File: src/rtl/core/table_linear_interpolator_unit_assert.svh
// Assertion macros for the table linear interpolator.
// TLI_ASSERT_IMP checks a same-cycle implication, TLI_ASSERT_NXT one that
// holds in the following cycle. Both are disabled while reset is asserted.
`ifndef TABLE_LINEAR_INTERPOLATOR_UNIT_ASSERT_SVH
`define TABLE_LINEAR_INTERPOLATOR_UNIT_ASSERT_SVH

`ifndef ASSERT_OFF

`define TLI_ASSERT_IMP(name, clk, rst_n, ante, cons) \
    name: assert property (@(posedge clk) disable iff (!(rst_n)) (ante) |-> (cons)) \
        else $error("assertion failed");

`define TLI_ASSERT_NXT(name, clk, rst_n, ante, cons) \
    name: assert property (@(posedge clk) disable iff (!(rst_n)) (ante) |=> (cons)) \
        else $error("assertion failed");

`else

`define TLI_ASSERT_IMP(name, clk, rst_n, ante, cons)

`define TLI_ASSERT_NXT(name, clk, rst_n, ante, cons)

`endif

`endif

File: src/rtl/core/tli_pkg.sv
`timescale 1ns / 1ps
`default_nettype none

package tli_pkg;

    localparam int MAX_POINTS_DEF = 64;

    localparam int DATA_W     = 32;
    localparam int ENTRY_W    = 2 * DATA_W;
    localparam int IDX_W      = 6;
    localparam int PIU_W      = 7;
    localparam int STATUS_W   = 2;
    localparam int CFG_IDX_W  = 2;
    localparam int CFG_DATA_W = 7;

    localparam int DIV_STEPS = DATA_W;
    localparam int DIV_CNT_W = $clog2(DIV_STEPS);

    localparam logic OP_LOAD  = 1'b0;
    localparam logic OP_QUERY = 1'b1;

    localparam logic [CFG_IDX_W-1:0] CFG_POINTS_IDX = 2'd0;
    localparam logic [CFG_IDX_W-1:0] CFG_MODE_IDX   = 2'd1;

    localparam logic [PIU_W-1:0] PIU_RESET = 7'd2;

    localparam logic [STATUS_W-1:0] ST_INTERP = 2'd0;
    localparam logic [STATUS_W-1:0] ST_EXACT  = 2'd1;
    localparam logic [STATUS_W-1:0] ST_BELOW  = 2'd2;
    localparam logic [STATUS_W-1:0] ST_ABOVE  = 2'd3;

    // Commands from the controller to the datapath.
    typedef struct packed {
        logic load_we;
        logic query_start;
        logic scan_step;
        logic calc;
        logic mul;
        logic div_step;
        logic out_load;
    } t_tli_cmd;

    // Status from the datapath back to the controller.
    typedef struct packed {
        logic scan_done;
        logic match;
        logic have_lo;
        logic have_hi;
        logic div_last;
        logic out_free;
    } t_tli_sts;

endpackage

`default_nettype wire

File: src/rtl/core/tli_ctrl.sv
`timescale 1ns / 1ps
`default_nettype none

module tli_ctrl (
    input  wire logic              i_clk,
    input  wire logic              i_rst_n,
    input  wire logic              i_in_valid,
    input  wire logic              i_opcode,
    output logic                   o_in_stall,
    input  wire tli_pkg::t_tli_sts i_sts,
    output tli_pkg::t_tli_cmd      o_cmd
);

    typedef enum logic [2:0] {
        S_IDLE,
        S_SCAN,
        S_CALC,
        S_MUL,
        S_DIV,
        S_FIN
    } t_state;

    t_state            r_state;
    t_state            n_state;
    tli_pkg::t_tli_cmd cmd;

    always_comb begin
        n_state = r_state;
        cmd     = '0;
        case (r_state)
            S_IDLE: begin
                if (i_in_valid) begin
                    if (i_opcode == tli_pkg::OP_LOAD) begin
                        cmd.load_we = 1'b1;
                    end else begin
                        cmd.query_start = 1'b1;
                        n_state         = S_SCAN;
                    end
                end
            end
            S_SCAN: begin
                cmd.scan_step = 1'b1;
                if (i_sts.scan_done) begin
                    // An exact hit or a query outside the table skips the divide.
                    if (i_sts.match || !i_sts.have_lo || !i_sts.have_hi) begin
                        n_state = S_FIN;
                    end else begin
                        n_state = S_CALC;
                    end
                end
            end
            S_CALC: begin
                cmd.calc = 1'b1;
                n_state  = S_MUL;
            end
            S_MUL: begin
                cmd.mul = 1'b1;
                n_state = S_DIV;
            end
            S_DIV: begin
                cmd.div_step = 1'b1;
                if (i_sts.div_last) begin
                    n_state = S_FIN;
                end
            end
            S_FIN: begin
                if (i_sts.out_free) begin
                    cmd.out_load = 1'b1;
                    n_state      = S_IDLE;
                end
            end
            default: begin
                n_state = S_IDLE;
            end
        endcase
    end

    always_ff @(posedge i_clk) begin
        if (!i_rst_n) begin
            r_state <= S_IDLE;
        end else begin
            r_state <= n_state;
        end
    end

    assign o_in_stall = (r_state != S_IDLE);
    assign o_cmd      = cmd;

endmodule

`default_nettype wire

File: config.mk
export PLATFORM = sky130hd
export DESIGN_NAME = tli_ctrl
export DESIGN_NICKNAME = d
export VERILOG_FILES = /design/src/rtl/core/table_linear_interpolator_unit_assert.svh /design/src/rtl/core/tli_pkg.sv /design/src/rtl/core/tli_ctrl.sv
export SDC_FILE = /design/constraint.sdc
export NUM_CORES = 1
export LEC_CHECK = 0
export BUFFER_PORTS_ARGS = -buffer_cell sky130_fd_sc_hd__clkbuf_2
export CORE_AREA = 2 2 39 41
export CTS_CLUSTER_DIAMETER = 100
export DETAILED_ROUTE_END_ITERATION = 6
export DIE_AREA = 0 0 41 43
export GPL_TIMING_DRIVEN = 0
export PLACE_DENSITY = 0.54
export SYNTH_ARGS = -nofsm -noshare
export SYNTH_HDL_FRONTEND = slang
export SYNTH_SLANG_ARGS = --single-unit
File: constraint.sdc
create_clock -name i_clk -period 1.45 [get_ports i_clk]
set_clock_uncertainty 0.2 [all_clocks]
set_input_delay 0.29 -clock i_clk [delete_from_list [all_inputs] [get_ports i_clk]]
set_output_delay 0.29 -clock i_clk [all_outputs]
set_load 0.01 [all_outputs]
==> parameters.txt <==
Parameter                              Value

Synthesis
  Post-synthesis instance total    37
  Ys flop type    sky130_fd_sc_hd__dfxtp_1
  Per-instance average area after synthesis    7.47 um^2
  Number of distinct library cells after synthesis    22
  Most numerous cell types in the synthesized netlist    sky130_fd_sc_hd__nand2_1 (6), sky130_fd_sc_hd__nor2_1 (4), sky130_fd_sc_hd__dfxtp_1 (3)
  Area share of the largest cell type after synthesis    0.217
  Share of the yosys chip area belonging to registers    0.217
  Number of enable-type register cells in the synthesized netlist    0
  Dominant cell by count in the synthesized netlist    sky130_fd_sc_hd__nand2_1
  Combined area of all synthesized cells    277 um^2
  Async set-or-reset flop fraction in the synthesized netlist    0
  Total number of yosys warnings    0
  Nets in the synthesized netlist    47
  Cell type with the largest total area after synthesis    sky130_fd_sc_hd__dfxtp_1
  Flip-flop and latch count after synthesis    3
  Leading cell types by total area after synthesis    sky130_fd_sc_hd__dfxtp_1 (22%), sky130_fd_sc_hd__buf_6 (8.1%), sky130_fd_sc_hd__nand2_1 (8.1%)

Clock network
  Clk sink count    3
  Clock root buffer master    sky130_fd_sc_hd__clkbuf_4
  CTS tree    built
  Number of buffers on the longest clock path    2
  Insertion delay of the later-clocked pin in the worst-skew pair    230 ps
  Inserted Clock Buffers    3
  CTS H-tree depth    1
  Clock slew at the register clock pins of the worst setup and hold paths    40 ps

Timing
  Total setup violations reported at the end of the flow    9
  Worst-case hold slack    123 ps
  Final worst path period share    1.11
  RSZ-0062 raised after global routing    yes
  Max-slew violation count    0
  Number of endpoints with negative hold slack in the final report    0
  Max Fclk    0.621 GHz
  Max transition margin    0.812
  Worst path setup slack after routing    -161 ps
  Transition time at the pin with the least slew margin    278 ps
  Minimum period implied by the final worst setup slack    1610 ps

Cells and area
  Register with the most flip-flops    r_state
  Final Cell Area    524 um^2
  Final core area utilization    0.379
  Flip-flop count of the largest register after layout    3
  Share of layout cells above drive strength 1    0.641
  FF+latch area    71.3 um^2
  Layout Area Growth over Synthesis    89.6%
  Layout net count    75
  Filler Cells Inserted    140
  Area occupied by multi-input gates    220 um^2
  Biggest regs    r_state (3)
  Diodes inserted    0

Critical path
  Worst-case reg-to-reg path depth    5
  Type of the worst setup path    register to output port
  Crit Reg-Reg Startpoint    r_state[0]
  R2R Setup Slk    -10 ps
  Reg-to-reg critical path endpoint    r_state[2]
  End point of the critical path    o_cmd[2]
  Timing startpoint of the critical path    r_state[0]
  Arr. time, crit path    1120 ps
  Required time of the worst setup path    960 ps
  Peak fanout along the critical path    6
  Crit start category    register
  Crit end category    output port

Placed design
  Final HPWL from detailed placement    532 um
  Placed instance area    382 um^2
  Worst slack at placement    -95.3 ps
  Number of I/O port buffers    17
  Placer congestion estimate    0.736

Floorplanning
  Starting utilization of the core area    0.200
  Die boundary height    43 um
  Horizontal extent of the die    41 um
  I/O Pins    18
  Die area    1760 um^2
  Number of core rows    14
  Core area    1380 um^2

Route
  Pre-Repair DR Iteration Count    2
  Count of vias placed by the detailed router    353
  Starting DRT DRC Count    1
  Mean routed wirelength per cell    9.98 um
  # DRC    0
  Post-route antenna net violation count    0
  Wire length after detailed routing    798 um
  Average via count per standard cell    4.41

GRT
  Pin count of the biggest net entering global routing    11
  Global Route Usage Sum    0.114
  Antenna violations before repair    0
  Vias in the first global route    335
  First-pass GRT wire length    1330 um
  Total overflow reported by the global router    0

Power and ir drop
  Switching power share of the total    0.357
  Sequential cell fraction of total power    0.207
  Clock network fraction of design power    0.233
  NetSw    0.221 mW
  Design internal power    0.399 mW
  Combinational fraction of design power    0.560
  Worst-case vdd ir drop    0.496 mV
  Pwr dens    1180 nW/um^2
  Leakage component of the power    0.270 nW

Hold path
  Worst Hold Class    input port to register

Status
  Violations in the final reports    setup timing
  Result of the run    complete, but fails checks

Flow run
  Max cap viols    0
[critical path, stage by stage, from the launching register on]
cell	delay, ps
sky130_fd_sc_hd__dfxtp_4	340
sky130_fd_sc_hd__buf_4	130
sky130_fd_sc_hd__buf_6	120
sky130_fd_sc_hd__and3b_1	160
sky130_fd_sc_hd__buf_2	140
[cells by family after synthesis]
| kind of cell | count (synthesis) | synth area share |
|---|---|---|
| compound gates | 7 | 0.163 |
| buf+inv | 5 | 0.136 |
| flops | 3 | 0.217 |
| simple gates | 20 | 0.412 |
| mux | 2 | 0.0724 |
[area by class of cell]
cell class                 count  area share
buffer                         1      0.0215
clock buffer                   4      0.0501
inverter                       2      0.0143
multi-input combinational     29       0.420
sequential                     3       0.136
tap                           16      0.0382
timing repair buffer          25       0.320
[routing by layer]
layer  up-vias  global-route usage  part of all wire
met5         -                   0                 0
met4         0              0.0800                 0
met3         0              0.0314             0.035
met2         7               0.169              0.54
met1       161               0.135              0.43
li1        185                   -                 -
[worst min-delay path by stage]
stage / start / to / slack (ps) / cells past startpoint
2_1_floorplan: i_rst_n / r_state[2] / 220 / 1
3_3_place_gp: i_rst_n / r_state[2] / 380 / 2
3_5_place_dp: i_rst_n / r_state[2] / 380 / 2
4_1_cts: i_rst_n / r_state[2] / 120 / 2
5_1_grt: i_rst_n / r_state[2] / 120 / 2
6_report: i_rst_n / r_state[2] / 120 / 2
[what timing repair did]
item	CTS	global route
buffers inserted	4	4
gates resized for setup	5	22
hold buffers	0	0
pin swaps	2	3
endpoints found under the setup margin	8	10
endpoints found under the hold margin	0	0
[power groups by stage]
stage / clock network [mW] / logic [mW] / registers [mW]
4_1_cts: 0.157 / 0.259 / 0.125
6_report: 0.144 / 0.347 / 0.128
3_3_place_gp: 0 / 0.221 / 0.118
2_1_floorplan: 0 / 0.155 / 0.111
3_5_place_dp: 0 / 0.222 / 0.116
5_1_grt: 0.167 / 0.382 / 0.131
[cells in the final DEF (no fill, tap or decap), drive strengths merged]
master,synthesis,routed
and3b,1,1
nor2,4,4
and4b,1,1
inv,2,2
clkbuf,0,13
o21ai,4,4
nor3b,2,2
nor4bb,1,1
nand4b,1,1
nand2,6,6
nand4,1,1
a21oi,1,1
a211oi,1,1
nor3,1,1
buf,3,17
o31a,1,1
dfxtp,3,3
and3,1,1
nand2b,1,1
mux2i,2,2
[metrics by stage]
stage / total power [mW] / TNS [ps] / instances
global route: 0.680 / -1420 / 80
global placement: 0.339 / -208 / 70
detailed placement: 0.339 / -190 / 70
finish: 0.620 / -806 / 80
CTS: 0.540 / -1020 / 77
floorplan: 0.266 / 0 / 37
Note: power is estimated with default switching activity, not from simulation.
